## config.mk

```make
export PLATFORM = sky130hd
export DESIGN_NAME = wkb_bounding_box_parser_unit_flat
export DESIGN_NICKNAME = d
export VERILOG_FILES = /design/src/hdl/wbp_pkg.sv /design/src/hdl/wbp_channels.sv /design/src/hdl/wbp_bound_update.sv /design/src/hdl/wkb_bounding_box_parser_unit.sv /design/src/flat_wrapper.sv
export SDC_FILE = /design/constraint.sdc
export NUM_CORES = 2
export LEC_CHECK = 0
export BUFFER_PORTS_ARGS = -buffer_cell sky130_fd_sc_hd__buf_4
export CAP_MARGIN = 20
export CORE_UTILIZATION = 56
export CTS_CLUSTER_SIZE = 28
export DETAILED_ROUTE_END_ITERATION = 8
export PLACE_DENSITY = 0.77
export SYNTH_ARGS = -nofsm -noshare
export SYNTH_HDL_FRONTEND = slang
export SYNTH_SLANG_ARGS = --single-unit
```

## constraint.sdc

```tcl
create_clock -name clk -period 7 [get_ports clk]
set_input_delay 0.7 -clock clk [delete_from_list [all_inputs] [get_ports clk]]
set_output_delay 0.7 -clock clk [all_outputs]
set_load 0.02 [all_outputs]
```

## src/hdl/wbp_pkg.sv

```systemverilog
// shared types, constants and float compare for the wkb bounding box parser
package wbp_pkg;

  localparam int unsigned MAX_NESTING_DEF = 8;

  // parse phases
  typedef enum logic [2:0] {
    PH_ORDER, PH_TYPE, PH_NPTS, PH_NRINGS, PH_NMEMB, PH_X, PH_Y, PH_DONE
  } phase_t;

  // result status codes
  localparam logic [1:0] ST_COMPLETE  = 2'd0;
  localparam logic [1:0] ST_CUT_SHORT = 2'd1;
  localparam logic [1:0] ST_TOO_DEEP  = 2'd2;

  // geometry type codes (low byte of the type word)
  localparam logic [7:0] TYPE_MASK   = 8'hFF;
  localparam logic [7:0] GT_POINT    = 8'd1;
  localparam logic [7:0] GT_LINE     = 8'd2;
  localparam logic [7:0] GT_POLYGON  = 8'd3;
  localparam logic [7:0] GT_MULTI_LO = 8'd4;
  localparam logic [7:0] GT_MULTI_HI = 8'd7;

  // field lengths in bytes
  localparam logic [3:0] HEADER_BYTES = 4'd5;
  localparam logic [3:0] COUNT_BYTES  = 4'd4;
  localparam logic [3:0] COORD_BYTES  = 4'd8;

  localparam logic [63:0] POS_INF = 64'h7FF0000000000000;
  localparam logic [63:0] NEG_INF = 64'hFFF0000000000000;

  typedef struct packed {
    logic [63:0] min_x;
    logic [63:0] min_y;
    logic [63:0] max_x;
    logic [63:0] max_y;
  } box_t;

  // ieee double a < b, false on nan, signed zeros equal
  function automatic logic fp_lt(input logic [63:0] a, input logic [63:0] b);
    logic a_nan;
    logic b_nan;
    logic zeros;
    logic res;
    a_nan = (a[62:52] == 11'h7FF) && (a[51:0] != 52'd0);
    b_nan = (b[62:52] == 11'h7FF) && (b[51:0] != 52'd0);
    zeros = (a[62:0] == 63'd0) && (b[62:0] == 63'd0);
    if (a_nan || b_nan || zeros) begin
      res = 1'b0;
    end else if (a[63] != b[63]) begin
      res = a[63];
    end else if (!a[63]) begin
      res = a[62:0] < b[62:0];
    end else begin
      res = a[62:0] > b[62:0];
    end
    return res;
  endfunction

endpackage

```

## src/hdl/wbp_channels.sv

```systemverilog
// valid/ready channel interfaces for the byte input and the box result
interface wbp_in_if;
  logic       valid;
  logic       ready;
  logic [7:0] data_byte;
  logic       last_byte;
  modport source (output valid, output data_byte, output last_byte, input ready);
  modport sink (input valid, input data_byte, input last_byte, output ready);
endinterface

interface wbp_out_if;
  logic        valid;
  logic        ready;
  logic [63:0] min_x;
  logic [63:0] min_y;
  logic [63:0] max_x;
  logic [63:0] max_y;
  logic [1:0]  parse_status;
  modport source (output valid, output min_x, output min_y, output max_x,
                  output max_y, output parse_status, input ready);
  modport sink (input valid, input min_x, input min_y, input max_x,
                input max_y, input parse_status, output ready);
endinterface

```

## src/hdl/wbp_bound_update.sv

```systemverilog
// widens the running bounding box by one point using ieee double compares
module wbp_bound_update (
  input  wbp_pkg::box_t       box_in,
  input  logic                pt_valid,
  input  logic [63:0]         pt_x,
  input  logic [63:0]         pt_y,
  output wbp_pkg::box_t       box_out
);
  import wbp_pkg::*;

  // each bound moves only on a strict compare
  always_comb begin
    box_out = box_in;
    if (pt_valid) begin
      if (fp_lt(pt_x, box_in.min_x)) box_out.min_x = pt_x;
      if (fp_lt(pt_y, box_in.min_y)) box_out.min_y = pt_y;
      if (fp_lt(box_in.max_x, pt_x)) box_out.max_x = pt_x;
      if (fp_lt(box_in.max_y, pt_y)) box_out.max_y = pt_y;
    end
  end

endmodule

```

## src/hdl/wkb_bounding_box_parser_unit.sv

```systemverilog
// top level: byte-serial wkb geometry parser producing a 2d bounding box
// Takes one byte of a well-known-binary geometry record per cycle while the
// input is ready, and returns one result (min_x, min_y, max_x, max_y as
// double bit patterns, plus a status) for the request with last_byte. Each
// byte is parsed combinationally: field assembly, the open-collection stack
// and one double compare per bound sit between the parse registers, so the
// sustained rate is one byte per cycle unless a held result stalls it. The
// result lands in an output register in the cycle after the last byte; the
// next record is held off while it waits unaccepted. Collections nest up to
// MAX_NESTING deep; the member stack keeps a count and a "last member" flag
// per level, so closing any number of levels is a single stack write.
module wkb_bounding_box_parser_unit #(
  parameter int unsigned MAX_NESTING = wbp_pkg::MAX_NESTING_DEF
) (
  input logic       clk,
  input logic       rst_n,
  wbp_in_if.sink    in_ch,
  wbp_out_if.source out_ch
);
  import wbp_pkg::*;

  localparam int unsigned LW = $clog2(MAX_NESTING + 1);
  localparam int unsigned IW = (MAX_NESTING > 1) ? $clog2(MAX_NESTING) : 1;

  phase_t       phase_r, phase_nxt;
  logic [63:0]  shift_r, shift_nxt;
  logic [2:0]   fbytes_r, fbytes_nxt;
  logic         swap_r, swap_nxt;
  logic [31:0]  pts_r, pts_nxt;
  logic [31:0]  rings_r, rings_nxt;
  logic [63:0]  hx_r, hx_nxt;
  logic [LW-1:0] level_r, level_nxt;
  logic         deep_r, deep_nxt;
  box_t         box_r, box_nxt;
  logic [31:0]  stk_cnt_r [MAX_NESTING];
  logic [MAX_NESTING-1:0] stk_one_r;

  logic         out_valid_r;
  box_t         out_box_r;
  logic [1:0]   out_status_r;
  logic [1:0]   status_nxt;

  logic         in_acc;
  logic [7:0]   b;
  logic [63:0]  field_val;
  logic [3:0]   need;
  logic         field_done;
  logic [31:0]  cnt_val;

  logic         fin_found;
  logic [IW-1:0] fin_idx;
  logic [31:0]  fin_cnt;
  logic         do_fin;

  logic         stk_we;
  logic [IW-1:0] stk_wa;
  logic [31:0]  stk_wd;

  logic         pt_valid;
  box_t         box_upd;

  assign in_acc = in_ch.valid && in_ch.ready;
  assign b      = in_ch.data_byte;

  // result register frees the input side when empty or being drained
  always_comb begin
    in_ch.ready         = !out_valid_r || out_ch.ready;
    out_ch.valid        = out_valid_r;
    out_ch.min_x        = out_box_r.min_x;
    out_ch.min_y        = out_box_r.min_y;
    out_ch.max_x        = out_box_r.max_x;
    out_ch.max_y        = out_box_r.max_y;
    out_ch.parse_status = out_status_r;
  end

  // field assembly in either byte order
  always_comb begin
    unique case (phase_r)
      PH_TYPE:  need = HEADER_BYTES - 4'd1;
      PH_X, PH_Y: need = COORD_BYTES;
      default:  need = COUNT_BYTES;
    endcase
    if (swap_r) begin
      field_val = {shift_r[55:0], b};
    end else begin
      field_val = shift_r | ({56'd0, b} << {fbytes_r, 3'b000});
    end
    field_done = ({1'b0, fbytes_r} + 4'd1) >= need;
    cnt_val    = field_val[31:0];
  end

  // deepest open collection that still has members after this one
  always_comb begin
    fin_found = 1'b0;
    fin_idx   = '0;
    for (int i = 0; i < MAX_NESTING; i++) begin
      if ((LW'(i) < level_r) && !stk_one_r[i]) begin
        fin_found = 1'b1;
        fin_idx   = IW'(i);
      end
    end
    fin_cnt = stk_cnt_r[fin_idx];
  end

  // next parse state
  always_comb begin
    phase_nxt  = phase_r;
    shift_nxt  = shift_r;
    fbytes_nxt = fbytes_r;
    swap_nxt   = swap_r;
    pts_nxt    = pts_r;
    rings_nxt  = rings_r;
    hx_nxt     = hx_r;
    level_nxt  = level_r;
    deep_nxt   = deep_r;
    do_fin     = 1'b0;
    pt_valid   = 1'b0;
    stk_we     = 1'b0;
    stk_wa     = level_r[IW-1:0];
    stk_wd     = cnt_val;

    if (phase_r != PH_ORDER && phase_r != PH_DONE) begin
      if (field_done) begin
        shift_nxt  = '0;
        fbytes_nxt = '0;
      end else begin
        shift_nxt  = field_val;
        fbytes_nxt = fbytes_r + 3'd1;
      end
    end

    unique case (phase_r)
      PH_ORDER: begin
        swap_nxt   = (b == 8'd0);
        shift_nxt  = '0;
        fbytes_nxt = '0;
        phase_nxt  = PH_TYPE;
      end
      PH_TYPE: begin
        if (field_done) begin
          priority if ((field_val[7:0] & TYPE_MASK) == GT_POINT) begin
            rings_nxt = '0;
            pts_nxt   = 32'd1;
            phase_nxt = PH_X;
          end else if ((field_val[7:0] & TYPE_MASK) == GT_LINE) begin
            rings_nxt = 32'd1;
            phase_nxt = PH_NPTS;
          end else if ((field_val[7:0] & TYPE_MASK) == GT_POLYGON) begin
            phase_nxt = PH_NRINGS;
          end else if ((field_val[7:0] & TYPE_MASK) >= GT_MULTI_LO &&
                       (field_val[7:0] & TYPE_MASK) <= GT_MULTI_HI) begin
            phase_nxt = PH_NMEMB;
          end else begin
            do_fin = 1'b1;
          end
        end
      end
      PH_NRINGS: begin
        if (field_done) begin
          if (cnt_val == 32'd0) begin
            do_fin = 1'b1;
          end else begin
            rings_nxt = cnt_val;
            phase_nxt = PH_NPTS;
          end
        end
      end
      PH_NPTS: begin
        if (field_done) begin
          rings_nxt = rings_r - {31'd0, (rings_r != 32'd0)};
          if (cnt_val != 32'd0) begin
            pts_nxt   = cnt_val;
            phase_nxt = PH_X;
          end else if (rings_nxt != 32'd0) begin
            phase_nxt = PH_NPTS;
          end else begin
            do_fin = 1'b1;
          end
        end
      end
      PH_NMEMB: begin
        if (field_done) begin
          if (cnt_val == 32'd0) begin
            do_fin = 1'b1;
          end else if (level_r >= LW'(MAX_NESTING)) begin
            deep_nxt  = 1'b1;
            phase_nxt = PH_DONE;
          end else begin
            stk_we    = 1'b1;
            level_nxt = level_r + LW'(1);
            phase_nxt = PH_ORDER;
          end
        end
      end
      PH_X: begin
        if (field_done) begin
          hx_nxt    = field_val;
          phase_nxt = PH_Y;
        end
      end
      PH_Y: begin
        if (field_done) begin
          pt_valid = 1'b1;
          pts_nxt  = pts_r - {31'd0, (pts_r != 32'd0)};
          if (pts_nxt != 32'd0) begin
            phase_nxt = PH_X;
          end else if (rings_r != 32'd0) begin
            phase_nxt = PH_NPTS;
          end else begin
            do_fin = 1'b1;
          end
        end
      end
      PH_DONE: begin
        phase_nxt = PH_DONE;
      end
      default: begin
        phase_nxt = PH_DONE;
      end
    endcase

    // geometry finished: step to next member or close the whole tree
    if (do_fin) begin
      if (fin_found) begin
        stk_we    = 1'b1;
        stk_wa    = fin_idx;
        stk_wd    = fin_cnt - 32'd1;
        level_nxt = LW'(fin_idx) + LW'(1);
        phase_nxt = PH_ORDER;
      end else begin
        level_nxt = '0;
        phase_nxt = PH_DONE;
      end
    end
  end

  wbp_bound_update u_bound (
    .box_in   (box_r),
    .pt_valid (pt_valid),
    .pt_x     (hx_r),
    .pt_y     (field_val),
    .box_out  (box_upd)
  );

  assign box_nxt = box_upd;

  // status of a record ending on this byte
  always_comb begin
    priority if (deep_nxt) begin
      status_nxt = ST_TOO_DEEP;
    end else if (phase_nxt != PH_DONE) begin
      status_nxt = ST_CUT_SHORT;
    end else begin
      status_nxt = ST_COMPLETE;
    end
  end

  // parse state, cleared at the end of each record
  always_ff @(posedge clk) begin
    if (!rst_n) begin
      phase_r  <= PH_ORDER;
      shift_r  <= '0;
      fbytes_r <= '0;
      swap_r   <= 1'b0;
      pts_r    <= '0;
      rings_r  <= '0;
      hx_r     <= '0;
      level_r  <= '0;
      deep_r   <= 1'b0;
      box_r    <= '{POS_INF, POS_INF, NEG_INF, NEG_INF};
    end else if (in_acc) begin
      if (in_ch.last_byte) begin
        phase_r  <= PH_ORDER;
        shift_r  <= '0;
        fbytes_r <= '0;
        swap_r   <= 1'b0;
        pts_r    <= '0;
        rings_r  <= '0;
        hx_r     <= '0;
        level_r  <= '0;
        deep_r   <= 1'b0;
        box_r    <= '{POS_INF, POS_INF, NEG_INF, NEG_INF};
      end else begin
        phase_r  <= phase_nxt;
        shift_r  <= shift_nxt;
        fbytes_r <= fbytes_nxt;
        swap_r   <= swap_nxt;
        pts_r    <= pts_nxt;
        rings_r  <= rings_nxt;
        hx_r     <= hx_nxt;
        level_r  <= level_nxt;
        deep_r   <= deep_nxt;
        box_r    <= box_nxt;
      end
    end
  end

  // member stack: remaining count and a last-member flag per level
  always_ff @(posedge clk) begin
    if (in_acc && stk_we) begin
      stk_cnt_r[stk_wa] <= stk_wd;
      stk_one_r[stk_wa] <= (stk_wd == 32'd1);
    end
  end

  // result register
  always_ff @(posedge clk) begin
    if (!rst_n) begin
      out_valid_r <= 1'b0;
    end else if (in_acc && in_ch.last_byte) begin
      out_valid_r <= 1'b1;
    end else if (out_ch.ready) begin
      out_valid_r <= 1'b0;
    end
  end

  always_ff @(posedge clk) begin
    if (in_acc && in_ch.last_byte) begin
      out_box_r    <= box_nxt;
      out_status_r <= status_nxt;
    end
  end

`ifndef SYNTHESIS
  a_level_range: assert property (@(posedge clk) disable iff (!rst_n)
    level_r <= LW'(MAX_NESTING))
    else $error("nesting level beyond limit");

  a_last_gives_result: assert property (@(posedge clk) disable iff (!rst_n)
    (in_acc && in_ch.last_byte) |=> out_valid_r)
    else $error("last byte gave no result");

  a_last_clears: assert property (@(posedge clk) disable iff (!rst_n)
    (in_acc && in_ch.last_byte) |=> (phase_r == PH_ORDER && level_r == '0 && !deep_r))
    else $error("parse state not cleared after record");

  a_deep_done: assert property (@(posedge clk) disable iff (!rst_n)
    deep_r |-> phase_r == PH_DONE)
    else $error("parsing continued after nesting overflow");
`endif

endmodule

```

## src/flat_wrapper.sv

```systemverilog
// flat-port wrapper written by rule: the top's interface ports become plain ports
module wkb_bounding_box_parser_unit_flat import wbp_pkg::*;
#(
  parameter int unsigned MAX_NESTING = wbp_pkg::MAX_NESTING_DEF
)
  (clk, rst_n, in_ch_valid, in_ch_data_byte, in_ch_last_byte, in_ch_ready, out_ch_valid, out_ch_min_x, out_ch_min_y, out_ch_max_x, out_ch_max_y, out_ch_parse_status, out_ch_ready);
  wbp_in_if in_ch_i ();
  wbp_out_if out_ch_i ();
  input logic clk;
  input logic rst_n;
  input wire logic [$bits(in_ch_i.valid)-1:0] in_ch_valid;
  input wire logic [$bits(in_ch_i.data_byte)-1:0] in_ch_data_byte;
  input wire logic [$bits(in_ch_i.last_byte)-1:0] in_ch_last_byte;
  output wire logic [$bits(in_ch_i.ready)-1:0] in_ch_ready;
  output wire logic [$bits(out_ch_i.valid)-1:0] out_ch_valid;
  output wire logic [$bits(out_ch_i.min_x)-1:0] out_ch_min_x;
  output wire logic [$bits(out_ch_i.min_y)-1:0] out_ch_min_y;
  output wire logic [$bits(out_ch_i.max_x)-1:0] out_ch_max_x;
  output wire logic [$bits(out_ch_i.max_y)-1:0] out_ch_max_y;
  output wire logic [$bits(out_ch_i.parse_status)-1:0] out_ch_parse_status;
  input wire logic [$bits(out_ch_i.ready)-1:0] out_ch_ready;
  assign in_ch_i.valid = in_ch_valid;
  assign in_ch_i.data_byte = in_ch_data_byte;
  assign in_ch_i.last_byte = in_ch_last_byte;
  assign in_ch_ready = in_ch_i.ready;
  assign out_ch_valid = out_ch_i.valid;
  assign out_ch_min_x = out_ch_i.min_x;
  assign out_ch_min_y = out_ch_i.min_y;
  assign out_ch_max_x = out_ch_i.max_x;
  assign out_ch_max_y = out_ch_i.max_y;
  assign out_ch_parse_status = out_ch_i.parse_status;
  assign out_ch_i.ready = out_ch_ready;
  wkb_bounding_box_parser_unit #(.MAX_NESTING(MAX_NESTING)) u_core (.clk(clk), .rst_n(rst_n), .in_ch(in_ch_i), .out_ch(out_ch_i));
endmodule
```

* Yosys cells after proc, flatten, opt, wreduce, memory -nomap -nowiden *
Memories as Yosys holds them, arrays and structs flattened.
Cells that the tools add are included.

storage, ports and cells
  memories kept = 1
  logic and storage cells = 299
  bits of input ports = 13
  RAM bits = 256
  register bits after elaboration = 727
  output and inout bits = 260

memory list
  name              depth  width  read ports  clocked after Yosys merged registers in  write ports  line                                RTL
  u_core.stk_cnt_r  8      32     1           0                                        1            wkb_bounding_box_parser_unit.sv:35  logic [31:0] stk_cnt_r [MAX_NESTING];

cells by class
  shift operators = 1
  equality and inequality tests = 33
  mux-type cells = 134
  reduce and logical (&&, ||, !) cells = 80
  order comparisons = 22
  add/subtract/negate cells = 7
  bitwise gates (word level) = 1

operator list
  cell                                                                          number
  64-bit two-way mux                                                            12
  256-bit two-way mux                                                           2
  32-bit two-way mux                                                            15
  63-bit logical NOT                                                            6
  52-bit nonzero test                                                           6
  63-bit greater-than comparator                                                4
  63-bit less-than comparator                                                   4
  32-bit one-hot mux with 3 select lines                                        2
  32-bit nonzero test                                                           5
  3-bit two-way mux                                                             30
  11-bit equality test (second input constant)                                  6
  64-bit OR                                                                     1
  8-bit by 6-bit left shift with 64-bit output                                  1
  32-bit by 1-bit subtractor with 32-bit output                                 2
  1-bit two-way mux                                                             59
  32-bit by 1-bit equality test with 1-bit output (second input constant)       1
  32-bit logical NOT                                                            1
  4-bit two-way mux                                                             8
  32-bit by 1-bit subtractor with 32-bit output (second input constant)         1
  1-bit logical AND                                                             24
  3-bit by 2-bit != test with 1-bit output (second input constant)              8
  3-bit one-hot mux with 8 select lines                                         1
  8-bit by 2-bit equality test with 1-bit output (second input constant)        2
  3-bit by 4-bit less-than comparator with 1-bit output (first input constant)  4
  34 further kinds                                                              73

* Logic depth before layout (Yosys ltp) *
  depth in word-level cells = 17
  depth in mapped cells = 27
  gate-level depth less buffers = 20

* By module *
From an unflattened synthesis, not the netlist that was laid out.

unflattened totals
  cell total of the unflattened synthesis = 5394
  area total of the unflattened synthesis = 52894.5 sq um

by module, submodules not included
  module                        cells an instance  times used  area an instance (sq um)
  wkb_bounding_box_parser_unit  4042               1           42647.2
  wbp_bound_update              1352               1           10247.3

* Worst setup path after synthesis *
Ideal clock, no wire load.

  path type = register -> register
  from = reg u_core.rings_r[12]
  to = mem u_core.stk_cnt_r[2][0], enable pin
  arrival = 7203 ps
  cell stages (with the launch flop) = 25
  setup slack = -674 ps
  path through = dfxtp_1 -> clkbuf_1 -> nor3_1 -> nand4_1 -> nor2_1 -> nand3b_1 -> or4_1 -> ha_1 -> ha_1 -> clkbuf_1 -> nor3b_1 -> clkbuf_1 -> nor2_1 -> nor2_1 -> o32ai_1 -> o2111ai_1 -> nor4_1 -> a32o_1 -> o21ai_4 -> or2_0 -> buf_2 -> buf_2 -> nor2_1 -> o21ai_0 -> nor3b_1

between the ends
  cells in the longest elaborated chain, start to end = 11

RTL lines
  element                                        line                                                                      RTL
  start, declared                                wkb_bounding_box_parser_unit.sv:30                                        logic [31:0] rings_r, rings_nxt;
  start signal, assigned                         wkb_bounding_box_parser_unit.sv:289                                       rings_r <= rings_nxt;
  32-bit nonzero test                            wkb_bounding_box_parser_unit.sv:170, wkb_bounding_box_parser_unit.sv:207
  32-bit by 1-bit subtractor with 32-bit output  wkb_bounding_box_parser_unit.sv:170                                       rings_nxt = rings_r - {31'd0, (rings_r != 32'd0)};
  32-bit nonzero test                            wkb_bounding_box_parser_unit.sv:174                                       end else if (rings_nxt != 32'd0) begin
  1-bit two-way mux                              wkb_bounding_box_parser_unit.sv:174
  1-bit two-way mux                              wkb_bounding_box_parser_unit.sv:171                                       if (cnt_val != 32'd0) begin
  1-bit two-way mux                              wkb_bounding_box_parser_unit.sv:169                                       if (field_done) begin
  1-bit one-hot mux with 4 select lines *        wkb_bounding_box_parser_unit.sv:132                                       unique case (phase_r)
  1-bit two-way mux                              wkb_bounding_box_parser_unit.sv:223                                       if (do_fin) begin
  1-bit logical AND                              wkb_bounding_box_parser_unit.sv:300                                       if (in_acc && stk_we) begin
  1-bit two-way mux                              wkb_bounding_box_parser_unit.sv:300
  1-bit two-way mux (implied by the code)        wkb_bounding_box_parser_unit.sv:301                                       stk_cnt_r[stk_wa] <= stk_wd;
  end, declared                                  wkb_bounding_box_parser_unit.sv:35

Mark *: on every way between the ends. The rest lies on a longest branch, timed or not.

* Final worst setup path *
  from = reg u_core.rings_r[24]
  to = mem u_core.stk_cnt_r[6][22], enable pin

The elaborated chain is that of the path after synthesis.

==> metrics <==
outcome=completed; Row Count=110; postcts setup bufs=0; TritonCTS Buffers=99; Net Sw Frac=22.7%; startpoint types=flop; Post-synth ARST share=0%; Final Routed Wirelength=165 mm; Syn Inst Count=5206; Final Hold Vio Count=0; Period Utilization, post-route=93.1%; Seq/Total Area, Yosys=49.0%; Worst-path clk slew=0.06 ns; first-pass iteration count of the detailed router=8; Initial Util=56.5%; top post-synthesis cells by count=nand2_1, edfxtp_1, dfxtp_1; Max Clock Skew=0.0389 ns; total power density per cell area=212 nW/um^2; Netlist cell types=102; Final Critical Period=6.52 ns; vias=43600; Yosys warning count=0; Syn-to-layout area delta=13.4%; H-tree depth=3; NumNets Final=5636; gpl congestion=0.962; sequential share of power=49.9%; Setup crit end kind=flop; largest net degree at the start of global routing=295; crit-path max FO=22; hold slack final=0.439 ns; Die Area=92000 um^2; IO buf count=272; vias in the first global route=40300; Tot GR Track Use=35.1%; largest cells by area after synthesis=edfxtp_1, dfxtp_1, ha_1; Worst VDD drop=0.191 mV; Antenna Nets Post-Route=0; most common cell in the netlist=nand2_1; initial antenna violation count=4; CP required=7.32 ns; Post-synth EDFFs=522; met1 Use GR=48.2%; Synth Flop Type=edfxtp_1; Placeable Area=90000 um^2; FF+latch count, synth=983; CTS Sinks=983; clock network power share=45.3%; clk root buf=clkbuf_16; static leakage=21.5 nW; worst min path class=in -> reg; CTS tree=built; Slew Limit Fails=0; Mapped Area=50900 um^2; GR Util met2=53.0%; Int Power=9.47 mW; drt via density=6.59; routed len/inst=24.9 um; Tightest Pin Transition=1.18 ns; Final HPWL DP=112 mm; combinational power share=4.8%; CTS Buffer Depth=3; layout cells sized above 1=13.2%; Slew Limit Headroom=20.4%; GRT busiest layer=met2; Syn Area/Cell=9.77 um^2; Worst Path Arrival=6.84 ns; Max Fclk=153 MHz; area share of the largest cell type after synthesis=30.8%; # DRC=0; Synth area leader=edfxtp_1; RSZ-0062 raised after global routing=false; worst skew pair latency=0.71 ns; Die Span X=303 um; first-pass GRT wire length=247 mm; met3 usage=7.25%; starting DRC count in detailed routing=5500; post-synth net total=5482; Die Y=303 um; GR Overflow Total=0; MaxCap Viol Count=0; P_sw=2.78 mW; final setup violating endpoints=0; CP Class=reg -> reg; I/O pins=273; Fin Setup TNS=0 ns; number of fill cells=7219
==> placed cells by master (no fill, tap or decap), types with 20 or more instances in the layout <==
| cell type | Yosys | routed |
|---|---|---|
| or3_1 | 64 | 64 |
| a21boi_0 | 75 | 75 |
| o21ai_1 | 43 | 40 |
| nor4_1 | 154 | 150 |
| dfxtp_1 | 461 | 459 |
| ha_1 | 263 | 263 |
| a21o_1 | 126 | 126 |
| o22ai_1 | 70 | 70 |
| nor2_1 | 212 | 205 |
| o211ai_1 | 49 | 49 |
| o21a_1 | 27 | 26 |
| clkbuf_16 | 0 | 103 |
| nand2b_1 | 22 | 22 |
| o21ai_0 | 375 | 374 |
| nand4_1 | 98 | 98 |
| nor3_1 | 76 | 76 |
| nor2b_1 | 313 | 313 |
| o311ai_0 | 21 | 21 |
| o221ai_1 | 23 | 22 |
| xor2_1 | 20 | 20 |
| edfxtp_1 | 522 | 522 |
| nand2_1 | 532 | 530 |
| mux2_2 | 65 | 65 |
| nand3_1 | 62 | 61 |
| a21oi_1 | 218 | 216 |
| a31oi_1 | 21 | 21 |
| clkbuf_1 | 271 | 20 |
| inv_1 | 281 | 280 |
| buf_4 | 4 | 398 |
| mux2i_1 | 27 | 27 |
| a22oi_1 | 256 | 256 |
| xnor2_1 | 41 | 41 |
==> layer usage <==
layer / share of wire, % / up-vias
met5: 0.022 / -
met4: 5.0 / 6
met3: 12 / 448
met2: 44 / 2628
met1: 40 / 21000
li1: - / 19600
==> power by group through the flow <==
stage | Clock (mW) | Combinational [mW] | Sequential (mW)
2_1_floorplan | 0 | 0.303 | 6.31
3_3_place_gp | 0 | 0.568 | 6.24
3_5_place_dp | 0 | 0.573 | 6.24
4_1_cts | 5.57 | 0.575 | 6.12
5_1_grt | 5.81 | 0.623 | 6.12
6_report | 5.55 | 0.589 | 6.12
==> worst max-delay path, cell delays in order, from the launching register on <==
cell       delay (ns)
dfxtp_1          0.37
or3_1            0.42
or2_2            0.34
nor2_1           0.16
nand3b_1         0.16
or4_1            0.63
ha_1             0.27
ha_1             0.30
nor3b_1          0.20
buf_2            0.20
nor2_1           0.21
nor2_1           0.06
o32ai_1          0.26
o2111ai_1        0.17
nor4_2           0.26
a32o_1           0.29
o21ai_4          0.11
or2_1            0.42
buf_4            0.24
nor2_1           0.12
o21ai_0          0.31
nor2_2           0.22
buf_4            0.41
==> timing repair <==
item | in CTS | in global routing
gates resized for setup | 0 | 1
endpoints found under the setup margin | 0 | 8
hold buffers | 0 | 0
==> final cells by class <==
| cell class | count | area (um^2) | share of cell area, % |
|---|---|---|---|
| diodes | 1 | 2.50 | 0.00434 |
| well taps | 1176 | 1470 | 2.55 |
| multi-input cells | 3579 | 23600 | 40.9 |
| inverters | 284 | 1080 | 1.87 |
| clock buffers | 128 | 2710 | 4.70 |
| clock inverters | 59 | 654 | 1.13 |
| repair buffers | 413 | 3260 | 5.66 |
| flip-flops and latches | 983 | 24900 | 43.2 |
==> flip-flops by register name, indices dropped and copies added (netlist names) <==
name                        flops
u_core.level_r                  4
u_core.out_ch.max_y            64
u_core.rings_r                 32
u_core.hx_r                    64
u_core.stk_one_r                8
u_core.out_ch.valid             1
u_core.out_ch.min_y            64
u_core.fbytes_r                 3
u_core.swap_r                   1
u_core.phase_r                  3
u_core.box_r                  256
u_core.stk_cnt_r              256
u_core.out_ch.parse_status      2
u_core.pts_r                   32
u_core.shift_r                 64
u_core.out_ch.max_x            64
u_core.out_ch.min_x            64
u_core.deep_r                   1
==> through the flow <==
step                utilization [%]  power (mW)  setup slack (ns)  std cells  area, um^2
floorplan                         -        6.61            0.0232       5206       50900
global placement               60.3        6.81             0.501       6432       54300
detailed placement             60.3        6.81             0.322       6433       54300
CTS                            64.0        12.3             0.300       6620       57600
global route                   64.1        12.6             0.135       6622       57700
finish                         64.1        12.3             0.481       6623       57700
==> path summary, 6_finish.rpt <==
| kind | cells past startpoint | startpoint | to | slack, ns |
|---|---|---|---|---|
| min reg2reg | 2 | u_core.shift_r[63] | u_core.shift_r[63] | 0.48 |
| min | 3 | out_ch_ready | u_core.out_ch.valid | 0.44 |
| max | 22 | u_core.rings_r[24] | u_core.stk_cnt_r[6][22] | 0.48 |
| max reg2reg | 22 | u_core.rings_r[24] | u_core.stk_cnt_r[6][22] | 0.48 |
==> logic make-up after synthesis <==
| logic type | after synthesis | share of synthesized area, % |
|---|---|---|
| adder cells (fa/ha/maj) | 263 | 6.47 |
| multiplexers | 92 | 1.97 |
| AND/OR/NAND/NOR | 1675 | 17.2 |
| XOR/XNOR | 61 | 1.05 |
| buffers and inverters | 644 | 5.07 |
| AO/OA/AOI/OAI | 1488 | 19.3 |
| flip-flops | 983 | 49.0 |
Note: power is estimated with default switching activity, not from simulation.
